$ cat src/rtl/i2cm_pkg.sv
// ----------------------------------------------------------------------------
// I2C master byte engine package
// Shared types and constants for the tick queue, the sequencer and the top.
// ----------------------------------------------------------------------------
package i2cm_pkg;

  // Command codes carried in the input tuser field
  typedef enum logic [1:0] {
    OpStart = 2'd0,
    OpStop  = 2'd1,
    OpWrite = 2'd2,
    OpRead  = 2'd3
  } op_e;

  // Configuration register indexes
  localparam int unsigned CfgIdxW  = 4;
  localparam int unsigned CfgDataW = 16;
  localparam logic [CfgIdxW-1:0] CfgHalfPeriod = 4'd0;
  localparam logic [CfgIdxW-1:0] CfgAckPoll    = 4'd1;

  // Register reset values
  localparam logic [15:0] HalfPeriodRst = 16'd5;
  localparam logic [7:0]  AckPollRst    = 8'd32;

  // Stream widths
  localparam int unsigned InDataW  = 16;
  localparam int unsigned InUserW  = 3;
  localparam int unsigned OutDataW = 16;

  // Result bit positions inside the output tdata
  localparam int unsigned BusyBit = 2;
  localparam int unsigned DoneBit = 3;

  // Tick queue depth
  localparam int unsigned QDepth = 2;
  localparam int unsigned QPtrW  = $clog2(QDepth);
  localparam int unsigned QLvlW  = $clog2(QDepth + 1);

  // One timing tick as classified by the front end
  typedef struct packed {
    logic       cmd;
    op_e        op;
    logic [7:0] tx_byte;
    logic       send_ack;
    logic       sda_in;
  } tick_t;

  // One result, scl_out in the lowest bit
  typedef struct packed {
    logic [7:0] rx_byte;
    logic       status;
    logic       done_res;
    logic       busy_res;
    logic       sda_out;
    logic       scl_out;
  } res_t;

  // Queue status seen by the top level
  typedef struct packed {
    logic [QLvlW-1:0] level;
    logic             full;
  } q_stat_t;

endpackage

$ cat src/rtl/i2cm_front.sv
// ----------------------------------------------------------------------------
// I2C master tick front end
// Accepts input ticks, decodes command and line fields, and holds them in a
// short queue that the sequencer drains at its own pace.
// ----------------------------------------------------------------------------
module i2cm_front (
  input  logic                         clk_i,
  input  logic                         rst_ni,
  input  logic                         s_axis_tvalid,
  output logic                         s_axis_tready,
  // tdata: tx_byte[7:0], send_ack[8], sda_in[9], zero fill [15:10]
  input  logic [i2cm_pkg::InDataW-1:0] s_axis_tdata,
  // tuser: cmd_valid[0], operation[2:1]
  input  logic [i2cm_pkg::InUserW-1:0] s_axis_tuser,
  output i2cm_pkg::tick_t              tick_o,
  output logic                         tick_valid_o,
  input  logic                         pop_i,
  output i2cm_pkg::q_stat_t            stat_o
);
  import i2cm_pkg::*;

  tick_t            mem_q [QDepth];
  logic [QPtrW-1:0] wr_ptr_q, rd_ptr_q;
  logic [QLvlW-1:0] level_q;
  logic             full;
  logic             push;
  tick_t            tick_in;

  // Classify the incoming tick
  always_comb begin
    tick_in.cmd      = s_axis_tuser[0];
    tick_in.op       = op_e'(s_axis_tuser[2:1]);
    tick_in.tx_byte  = s_axis_tdata[7:0];
    tick_in.send_ack = s_axis_tdata[8];
    tick_in.sda_in   = s_axis_tdata[9];
  end

  assign full          = (level_q == QLvlW'(QDepth));
  assign s_axis_tready = !full;
  assign push          = s_axis_tvalid && !full;
  assign tick_valid_o  = (level_q != '0);
  assign tick_o        = mem_q[rd_ptr_q];
  assign stat_o.level  = level_q;
  assign stat_o.full   = full;

  // Advance queue pointers and fill level
  always_ff @(posedge clk_i or negedge rst_ni) begin
    if (!rst_ni) begin
      wr_ptr_q <= '0;
      rd_ptr_q <= '0;
      level_q  <= '0;
    end else begin
      if (push) begin
        wr_ptr_q <= wr_ptr_q + 1'b1;
      end
      if (pop_i) begin
        rd_ptr_q <= rd_ptr_q + 1'b1;
      end
      if (push && !pop_i) begin
        level_q <= level_q + 1'b1;
      end else if (!push && pop_i) begin
        level_q <= level_q - 1'b1;
      end
    end
  end

  // Store the transfer payload
  always_ff @(posedge clk_i) begin
    if (push) begin
      mem_q[wr_ptr_q] <= tick_in;
    end
  end

endmodule

$ cat src/rtl/i2cm_seq.sv
// ----------------------------------------------------------------------------
// I2C master bus sequencer
// Steps the pin phase machine once per queued tick and registers the result
// for the output stream. Also holds the configuration registers.
// ----------------------------------------------------------------------------
module i2cm_seq (
  input  logic                          clk_i,
  input  logic                          rst_ni,
  input  i2cm_pkg::tick_t               tick_i,
  input  logic                          tick_valid_i,
  output logic                          pop_o,
  input  logic                          cfg_valid_i,
  output logic                          cfg_ready_o,
  input  logic [i2cm_pkg::CfgIdxW-1:0]  cfg_index_i,
  input  logic [i2cm_pkg::CfgDataW-1:0] cfg_data_i,
  output logic                          m_axis_tvalid,
  input  logic                          m_axis_tready,
  output i2cm_pkg::res_t                res_o
);
  import i2cm_pkg::*;

  typedef enum logic [3:0] {
    PhIdle   = 4'd0,
    PhStHi   = 4'd1,
    PhStLo   = 4'd2,
    PhSpA    = 4'd3,
    PhSpB    = 4'd4,
    PhSpC    = 4'd5,
    PhWLow   = 4'd6,
    PhWHigh  = 4'd7,
    PhWPoll  = 4'd8,
    PhWAckHi = 4'd9,
    PhWNakHi = 4'd10,
    PhRLow   = 4'd11,
    PhRHigh  = 4'd12,
    PhRaLow  = 4'd13,
    PhRaHigh = 4'd14
  } phase_e;

  logic [15:0] half_q;
  logic [7:0]  poll_lim_q;

  phase_e      phase_q, phase_d;
  logic [15:0] hold_q, hold_d;
  logic [3:0]  bits_q, bits_d;
  logic [7:0]  shift_q, shift_d;
  logic [7:0]  poll_q, poll_d;
  logic        scl_q, scl_d;
  logic        sda_q, sda_d;
  logic        ack_q, ack_d;
  logic        nack_q, nack_d;
  logic [7:0]  rx_q, rx_d;
  logic        done;

  logic        out_valid_q;
  res_t        res_q;
  logic        step;

  logic [15:0] hp;
  logic [7:0]  lim;
  logic [7:0]  poll_inc;
  logic [3:0]  bits_inc;
  logic [7:0]  shift_sl;

  assign step        = tick_valid_i && (!out_valid_q || m_axis_tready);
  assign pop_o       = step;
  assign cfg_ready_o = 1'b1;

  assign hp       = (half_q == '0) ? 16'd1 : half_q;
  assign lim      = (poll_lim_q == '0) ? 8'd1 : poll_lim_q;
  assign poll_inc = poll_q + 8'd1;
  assign bits_inc = bits_q + 4'd1;
  assign shift_sl = {shift_q[6:0], 1'b0};

  // Work out the next phase and pin levels for one tick
  always_comb begin
    phase_d = phase_q;
    hold_d  = hold_q;
    bits_d  = bits_q;
    shift_d = shift_q;
    poll_d  = poll_q;
    scl_d   = scl_q;
    sda_d   = sda_q;
    ack_d   = ack_q;
    nack_d  = nack_q;
    rx_d    = rx_q;
    done    = 1'b0;

    if (phase_q == PhIdle) begin
      if (tick_i.cmd) begin
        nack_d = 1'b0;
        hold_d = hp;
        case (tick_i.op)
          OpStart: begin
            phase_d = PhStHi;
            scl_d   = 1'b1;
            sda_d   = 1'b1;
          end
          OpStop: begin
            phase_d = PhSpA;
            sda_d   = 1'b0;
          end
          OpWrite: begin
            shift_d = tick_i.tx_byte;
            bits_d  = '0;
            phase_d = PhWLow;
            scl_d   = 1'b0;
            sda_d   = tick_i.tx_byte[7];
          end
          OpRead: begin
            ack_d   = tick_i.send_ack;
            shift_d = '0;
            bits_d  = '0;
            phase_d = PhRLow;
            scl_d   = 1'b0;
            sda_d   = 1'b1;
          end
          default: begin
            phase_d = PhIdle;
          end
        endcase
      end
    end else if (phase_q == PhWPoll) begin
      // Sample for ACK once per tick until the limit runs out
      if (!tick_i.sda_in) begin
        phase_d = PhWAckHi;
        scl_d   = 1'b1;
        sda_d   = 1'b1;
        hold_d  = hp;
      end else begin
        poll_d = poll_inc;
        if (poll_inc >= lim) begin
          phase_d = PhWNakHi;
          scl_d   = 1'b1;
          sda_d   = 1'b1;
          hold_d  = hp;
        end
      end
    end else if (hold_q > 16'd1) begin
      hold_d = hold_q - 16'd1;
    end else begin
      hold_d = '0;
      case (phase_q)
        PhStHi: begin
          phase_d = PhStLo;
          scl_d   = 1'b1;
          sda_d   = 1'b0;
          hold_d  = hp;
        end
        PhStLo: begin
          scl_d = 1'b0;
          done  = 1'b1;
        end
        PhSpA: begin
          phase_d = PhSpB;
          scl_d   = 1'b1;
          sda_d   = 1'b0;
          hold_d  = hp;
        end
        PhSpB: begin
          phase_d = PhSpC;
          scl_d   = 1'b1;
          sda_d   = 1'b1;
          hold_d  = hp;
        end
        PhSpC: begin
          done = 1'b1;
        end
        PhWLow: begin
          phase_d = PhWHigh;
          scl_d   = 1'b1;
          hold_d  = hp;
        end
        PhWHigh: begin
          shift_d = shift_sl;
          bits_d  = bits_inc;
          if (bits_inc[3]) begin
            scl_d   = 1'b0;
            sda_d   = 1'b1;
            poll_d  = '0;
            phase_d = PhWPoll;
          end else begin
            phase_d = PhWLow;
            scl_d   = 1'b0;
            sda_d   = shift_sl[7];
            hold_d  = hp;
          end
        end
        PhWAckHi: begin
          scl_d = 1'b0;
          done  = 1'b1;
        end
        PhWNakHi: begin
          nack_d  = 1'b1;
          phase_d = PhSpA;
          scl_d   = 1'b0;
          sda_d   = 1'b0;
          hold_d  = hp;
        end
        PhRLow: begin
          scl_d  = 1'b0;
          hold_d = hp;
          if (bits_q[3]) begin
            phase_d = PhRaLow;
            sda_d   = !ack_q;
          end else begin
            phase_d = PhRHigh;
            scl_d   = 1'b1;
            sda_d   = 1'b1;
          end
        end
        PhRHigh: begin
          shift_d = {shift_q[6:0], tick_i.sda_in};
          bits_d  = bits_inc;
          phase_d = PhRLow;
          scl_d   = 1'b0;
          sda_d   = 1'b1;
          hold_d  = hp;
        end
        PhRaLow: begin
          phase_d = PhRaHigh;
          scl_d   = 1'b1;
          hold_d  = hp;
        end
        PhRaHigh: begin
          scl_d = 1'b0;
          sda_d = 1'b1;
          rx_d  = shift_q;
          done  = 1'b1;
        end
        default: begin
          done = 1'b1;
        end
      endcase
    end

    // Return to idle when the command completes
    if (done) begin
      phase_d = PhIdle;
      hold_d  = '0;
    end
  end

  // Hold sequencer state and the output valid flag
  always_ff @(posedge clk_i or negedge rst_ni) begin
    if (!rst_ni) begin
      phase_q     <= PhIdle;
      hold_q      <= '0;
      bits_q      <= '0;
      shift_q     <= '0;
      poll_q      <= '0;
      scl_q       <= 1'b1;
      sda_q       <= 1'b1;
      ack_q       <= 1'b0;
      nack_q      <= 1'b0;
      rx_q        <= '0;
      out_valid_q <= 1'b0;
    end else begin
      if (step) begin
        phase_q     <= phase_d;
        hold_q      <= hold_d;
        bits_q      <= bits_d;
        shift_q     <= shift_d;
        poll_q      <= poll_d;
        scl_q       <= scl_d;
        sda_q       <= sda_d;
        ack_q       <= ack_d;
        nack_q      <= nack_d;
        rx_q        <= rx_d;
        out_valid_q <= 1'b1;
      end else if (m_axis_tready) begin
        out_valid_q <= 1'b0;
      end
    end
  end

  // Register the result of each stepped tick
  always_ff @(posedge clk_i) begin
    if (step) begin
      res_q.scl_out  <= scl_d;
      res_q.sda_out  <= sda_d;
      res_q.busy_res <= (phase_d != PhIdle);
      res_q.done_res <= done;
      res_q.status   <= nack_d;
      res_q.rx_byte  <= rx_d;
    end
  end

  // Write configuration registers
  always_ff @(posedge clk_i or negedge rst_ni) begin
    if (!rst_ni) begin
      half_q     <= HalfPeriodRst;
      poll_lim_q <= AckPollRst;
    end else if (cfg_valid_i) begin
      case (cfg_index_i)
        CfgHalfPeriod: half_q     <= cfg_data_i;
        CfgAckPoll:    poll_lim_q <= cfg_data_i[7:0];
        default: ;
      endcase
    end
  end

  assign m_axis_tvalid = out_valid_q;
  assign res_o         = res_q;

endmodule

$ cat src/rtl/i2c_master_byte_engine.sv
// ----------------------------------------------------------------------------
// I2C master byte engine
// Each input transfer is one timing tick, optionally carrying a command
// (start, stop, write byte, read byte) plus the sampled SDA level. Each tick
// yields one output transfer with the SCL/SDA pin levels, busy, done, the
// write ACK status and the last received byte.
//
// Channels: s_axis carries ticks in, m_axis carries results out, cfg writes
// half_period_ticks (index 0) and ack_poll_limit (index 1); cfg is always
// ready; the user must write it only while the engine is idle, which the
// block itself does not enforce. An accepted tick is written into the tick
// queue and then stepped into the result register, which drives m_axis;
// older queued ticks or an m_axis stall can hold it in the queue.
// Throughput: one tick per cycle while m_axis is not stalled; the sequencer
// steps once per tick, behind a two-entry queue from the front end.
// Reset: pins released high, engine idle, registers back to 5 and 32.
// Stall: when m_axis_tready is low the result register holds, the queue
// fills to two ticks and then s_axis_tready drops.
// ----------------------------------------------------------------------------
module i2c_master_byte_engine (
  input  logic                          clk_i,
  input  logic                          rst_ni,
  input  logic                          s_axis_tvalid,
  output logic                          s_axis_tready,
  // tdata: tx_byte[7:0], send_ack[8], sda_in[9], zero fill [15:10]
  input  logic [i2cm_pkg::InDataW-1:0]  s_axis_tdata,
  // tuser: cmd_valid[0], operation[2:1]
  input  logic [i2cm_pkg::InUserW-1:0]  s_axis_tuser,
  output logic                          m_axis_tvalid,
  input  logic                          m_axis_tready,
  // tdata: scl_out[0], sda_out[1], busy_res[2], done_res[3], status[4],
  //        rx_byte[12:5], zero fill [15:13]
  output logic [i2cm_pkg::OutDataW-1:0] m_axis_tdata,
  input  logic                          cfg_valid_i,
  output logic                          cfg_ready_o,
  input  logic [i2cm_pkg::CfgIdxW-1:0]  cfg_index_i,
  input  logic [i2cm_pkg::CfgDataW-1:0] cfg_data_i
);
  import i2cm_pkg::*;

  tick_t   tick;
  logic    tick_valid;
  logic    pop;
  q_stat_t q_stat;
  res_t    res;

  // Accept and queue ticks
  i2cm_front u_front (
    .clk_i         (clk_i),
    .rst_ni        (rst_ni),
    .s_axis_tvalid (s_axis_tvalid),
    .s_axis_tready (s_axis_tready),
    .s_axis_tdata  (s_axis_tdata),
    .s_axis_tuser  (s_axis_tuser),
    .tick_o        (tick),
    .tick_valid_o  (tick_valid),
    .pop_i         (pop),
    .stat_o        (q_stat)
  );

  // Step the bus sequencer
  i2cm_seq u_seq (
    .clk_i         (clk_i),
    .rst_ni        (rst_ni),
    .tick_i        (tick),
    .tick_valid_i  (tick_valid),
    .pop_o         (pop),
    .cfg_valid_i   (cfg_valid_i),
    .cfg_ready_o   (cfg_ready_o),
    .cfg_index_i   (cfg_index_i),
    .cfg_data_i    (cfg_data_i),
    .m_axis_tvalid (m_axis_tvalid),
    .m_axis_tready (m_axis_tready),
    .res_o         (res)
  );

  assign m_axis_tdata = {{(OutDataW - $bits(res_t)){1'b0}}, res};

`ifndef NO_ASSERTIONS
  // A push without a pop grows the queue by one
  a_q_grow: assert property (@(posedge clk_i) disable iff (!rst_ni)
    s_axis_tvalid && s_axis_tready && !pop |=> q_stat.level == $past(q_stat.level) + 1'b1)
    else $error("tick queue level did not grow on push");

  // The sequencer never steps while a result waits on a stalled output
  a_no_step_stall: assert property (@(posedge clk_i) disable iff (!rst_ni)
    m_axis_tvalid && !m_axis_tready |-> !pop)
    else $error("sequencer stepped over a stalled result");

  // A completing command reports not busy
  a_done_idle: assert property (@(posedge clk_i) disable iff (!rst_ni)
    m_axis_tvalid && m_axis_tdata[DoneBit] |-> !m_axis_tdata[BusyBit])
    else $error("done reported while busy");

  // A popped tick always produces a result on the next cycle
  a_pop_result: assert property (@(posedge clk_i) disable iff (!rst_ni)
    pop |=> m_axis_tvalid)
    else $error("stepped tick produced no result");
`endif

endmodule

$ cat config.mk
export PLATFORM = sky130hd
export DESIGN_NAME = i2c_master_byte_engine
export DESIGN_NICKNAME = d
export VERILOG_FILES = /design/src/rtl/i2cm_pkg.sv /design/src/rtl/i2cm_front.sv /design/src/rtl/i2cm_seq.sv /design/src/rtl/i2c_master_byte_engine.sv
export SDC_FILE = /design/constraint.sdc
export NUM_CORES = 1
export LEC_CHECK = 0
export BUFFER_PORTS_ARGS = -buffer_cell sky130_fd_sc_hd__buf_2
export CORE_MARGIN = 2
export CORE_UTILIZATION = 32
export DETAILED_ROUTE_END_ITERATION = 6
export PLACE_DENSITY_LB_ADDON = 0.15
export SYNTH_ARGS = -nofsm -noshare
export SYNTH_HDL_FRONTEND = slang
export SYNTH_SLANG_ARGS = --single-unit
$ cat constraint.sdc
create_clock -name clk_i -period 8.1 [get_ports clk_i]
set_input_delay 0 -clock clk_i [delete_from_list [all_inputs] [get_ports clk_i]]
set_output_delay 0 -clock clk_i [all_outputs]
set_load 0.1 [all_outputs]
==> out/metrics.yaml <==
outcome:
  outcome: "complete, no violations"
flow_run:
  cap_violations: 0
cells_and_area:
  fillers: 1919
  seq_area_sq_mm: 0.00320
  drive_gt1_share_pct: 23.4
  final_area_sq_mm: 0.00778
  area_growth_pct: 22.5
  final_nets: 707
  multi_input_area_sq_mm: 0.00293
  diodes: 0
min_path:
  hold_class: "in -> async"
global_route:
  grt_pass1_wl_mm: 25.1
  grt_usage_pct: 14.9
  grt_overflow: 0
  first_global_vias: 4751
  antenna_found_initial: 0
  grt_max_degree: 49
  grt-busiest-layer: "met2"
  use_met2_pct: 23.0
  grt_util_met3_pct: 3.40
  use_met1_pct: 20.5
sta:
  worstMarginPinSlew_ns: 1.15
  relSlewSlack_pct: 22.8
  setup_viol: 0
  rsz0062_at_grt: "false"
  hold_ws_ns: 0.0737
  clock_skew_ns: 0.0123
  finalSetupTns_ns: 0
  hold_viol_final: 0
  fin_crit_sh_pct: 49.2
  finalCriticalPeriod_ns: 3.98
  max_freq_ghz: 0.251
  slew_viol_final: 0
critical_path:
  r2r_cells: 5
  cp-end-kind: "flop"
  worst_ep_arrival_time_ns: 4.29
  critPathKind: "reg -> reg"
  rr_endpoint: "u_seq.hold_q[7]$_DFFE_PN0P_"
  crit_path_max_fanout: 29
  r2r_setup_slack_ns: 4.12
  slowest_delay_ns: 0.85
  cpMaxStageDelayCell: "o21ai_0"
  crit_chain: "nor3_1 > nand2b_1 > o21ai_0 > nand2b_1 > mux2_2"
  r2r-start: "u_seq.phase_q[2]$_DFFE_PN0P_"
  crit_required_ns: 8.41
  start_kind: "flop"
  cpMostUsedCell: "nand2b_1"
power_and_ir_drop:
  combPwrFrac_pct: 34.3
  intPower_mw: 1.66
  power.total_mw: 2.75
  p_sw_share_pct: 39.7
  seq_power_share_pct: 36.2
  power_density_mw_per_mm2: 353
  p_leak_nw: 3.32
  pwr-share-clk_pct: 29.4
  peakVddDrop_v: 0.000176
  switching_power_mw: 1.09
route:
  routed_wirelength_mm: 15.1
  routedWlPerCell_um: 16.3
  vias: 4738
  dr.pass1.iters: 5
  drc: 0
  viasPerCell: 5.13
  drt_iter0_drc: 312
  ant_nets: 0
die:
  die_h_um: 145
  io_pins: 63
  die_w_um: 145
  placementRows: 51
  core_sq_mm: 0.0195
  start_util_pct: 32.7
  die-area_sq_mm: 0.0210
logic_synthesis:
  ys_seq_area_share_pct: 50.4
  synth.avg_cell_area_sq_um: 11.2
  yosys_warnings: 0
  syn_area_sq_mm: 0.00636
  syn-instance-count: 570
  synth_ff_type: "dfrtp_1"
  async_flop_share_pct: 67.5
  ys_ff_latch: 120
  synth_edf_count: 39
  yosysUniqueCellTypes: 70
cts:
  clock_path_buffers: 2
  clkTransAtPathRegs_ns: 0.06
  clock_sinks: 120
  clk_latency_ns: 0.43
  root_buffer: "clkbuf_16"
  cts_tree: "built"
  cts_setup_buffers: 0
  htreeDepth: 4
  cts_made_buffers: 17
placement:
  io_buffer_count: 52
  place_hpwl_mm: 10.3
  gp_congestion: 0.851
  placed_cell_area_sq_mm: 0.00683
==> placed cells by master (no fill, tap or decap), types with 19 or more instances in the layout <==
| cell type | netlist | final |
|---|---|---|
| mux2_2 | 47 | 47 |
| dlygate4sd3_1 | 0 | 32 |
| edfxtp_1 | 39 | 39 |
| nor2_1 | 34 | 34 |
| buf_2 | 6 | 51 |
| dfrtp_1 | 76 | 76 |
| a21oi_1 | 26 | 26 |
| inv_1 | 19 | 19 |
| nand2_1 | 32 | 32 |
==> Yosys cell counts, types with 3 or more instances <==
cell type / count / area, sq um
nand3_1: 13 / 65.1
o211ai_1: 3 / 22.5
o21ai_0: 16 / 80.1
nand4_1: 4 / 25.0
buf_2: 6 / 30.0
nor3_1: 17 / 85.1
mux2_1: 8 / 90.1
a22o_1: 16 / 140
o22ai_1: 3 / 18.8
o31ai_1: 8 / 60.1
nor4_1: 13 / 81.3
xnor2_1: 10 / 87.6
nor3b_1: 3 / 22.5
a21o_1: 4 / 30.0
xor2_1: 12 / 105
or4_1: 3 / 22.5
a211oi_1: 3 / 22.5
a31oi_1: 4 / 25.0
nand2b_1: 14 / 87.6
edfxtp_1: 39 / 1170
mux2_2: 47 / 529
dfstp_2: 5 / 131
clkbuf_1: 18 / 67.6
and2_1: 3 / 18.8
nor2b_1: 3 / 18.8
mux2i_1: 15 / 150
nand2_1: 32 / 120
or3_1: 3 / 18.8
buf_4: 7 / 52.6
dfrtp_1: 76 / 1900
and3_1: 3 / 18.8
a22oi_1: 3 / 22.5
o21ai_1: 13 / 65.1
a21oi_1: 26 / 130
a32oi_1: 3 / 26.3
inv_1: 19 / 71.3
ha_1: 18 / 225
nor2_1: 34 / 128
==> timing repair <==
| action | in CTS | in global routing |
|---|---|---|
| endpoints found under the hold margin | 85 | 0 |
| endpoints found under the setup margin | 0 | 0 |
| resized for setup | 0 | 0 |
| hold buffers | 32 | 0 |
==> power groups by stage <==
stage / sequential, mW / clock [mW] / combinational [mW]
after detailed placement: 1.01 / 0 / 0.938
after floorplan: 1.07 / 0 / 0.650
after global routing: 1.02 / 0.858 / 1.04
after global placement: 0.998 / 0 / 0.926
final: 0.996 / 0.810 / 0.944
after CTS: 0.997 / 0.827 / 0.954
==> metrics by stage <==
stage	instances	setup WS (ns)	util, %
after floorplan	572	5.18	-
after global placement	859	4.25	35.1
after detailed placement	859	4.15	35.1
after CTS	923	4.11	40.0
after global routing	923	3.83	40.0
final	923	4.12	40.0
==> logic make-up (layout without fill, tap and decap cells) <==
group | count (synthesis) | in the layout | share of synthesized area (%)
other | 2 | 4 | 0.118
AOI/OAI and AO/OA | 129 | 129 | 14.1
muxes | 70 | 70 | 12.1
adders and majority gates | 18 | 18 | 3.54
buffers and inverters | 53 | 139 | 3.66
xor gates and xnor gates | 22 | 22 | 3.03
DFF | 120 | 120 | 50.4
and+or+nand+nor | 156 | 156 | 13.1
==> metal layers <==
layer  vias to the layer above  share of wire (%)
met1                      2348                 49
met5                         -                  0
met3                        15                3.6
met2                       102                 46
li1                       2273                  -
met4                         0                1.5
==> worst max path at each step <==
stage                                                from                            to  slack, ns  depth (start not counted)
after detailed placement     u_seq.phase_q[2]$_DFFE_PN0P_   u_seq.hold_q[7]$_DFFE_PN0P_       4.15                          5
after global routing         u_seq.phase_q[2]$_DFFE_PN0P_  u_seq.hold_q[12]$_DFFE_PN0P_       3.83                          5
after floorplan           u_seq.poll_lim_q[5]$_DFFE_PN1P_      u_seq.res_o[2]$_DFFE_PP_       5.18                          9
after global placement       u_seq.phase_q[2]$_DFFE_PN0P_   u_seq.hold_q[7]$_DFFE_PN0P_       4.25                          5
final                        u_seq.phase_q[2]$_DFFE_PN0P_   u_seq.hold_q[7]$_DFFE_PN0P_       4.12                          5
after CTS                    u_seq.phase_q[2]$_DFFE_PN0P_   u_seq.hold_q[7]$_DFFE_PN0P_       4.11                          5
==> sequential cells by signal (all words and copies together), names as in the netlist <==
signal	count
u_front.wr_ptr_q	1
u_seq.bits_q	4
u_seq.m_axis_tvalid	1
u_seq.ack_q	1
u_front.level_q	2
u_front.rd_ptr_q	1
u_seq.nack_q	1
u_seq.scl_q	1
u_front.mem_q	26
u_seq.rx_q	8
u_seq.hold_q	16
u_seq.half_q	16
u_seq.poll_lim_q	8
u_seq.res_o	13
u_seq.sda_q	1
u_seq.shift_q	8
u_seq.poll_q	8
u_seq.phase_q	4
==> critical path, delay by kind of cell (launching register included) <==
kind,cells,cell delay [ns]
and+or+nand+nor,3,1.85
AOI/OAI and AO/OA,1,0.85
DFF,1,0.71
muxes,1,0.42
==> layout make-up <==
| cell class | count | share of cell area [%] |
|---|---|---|
| clock buffer | 18 | 5.79 |
| clock inverter | 14 | 2.36 |
| inverter | 20 | 0.964 |
| multi-input combinational | 399 | 37.7 |
| sequential | 120 | 41.2 |
| tap | 265 | 4.26 |
| timing repair buffer | 87 | 7.78 |
Power figures use the tool's default switching activity.
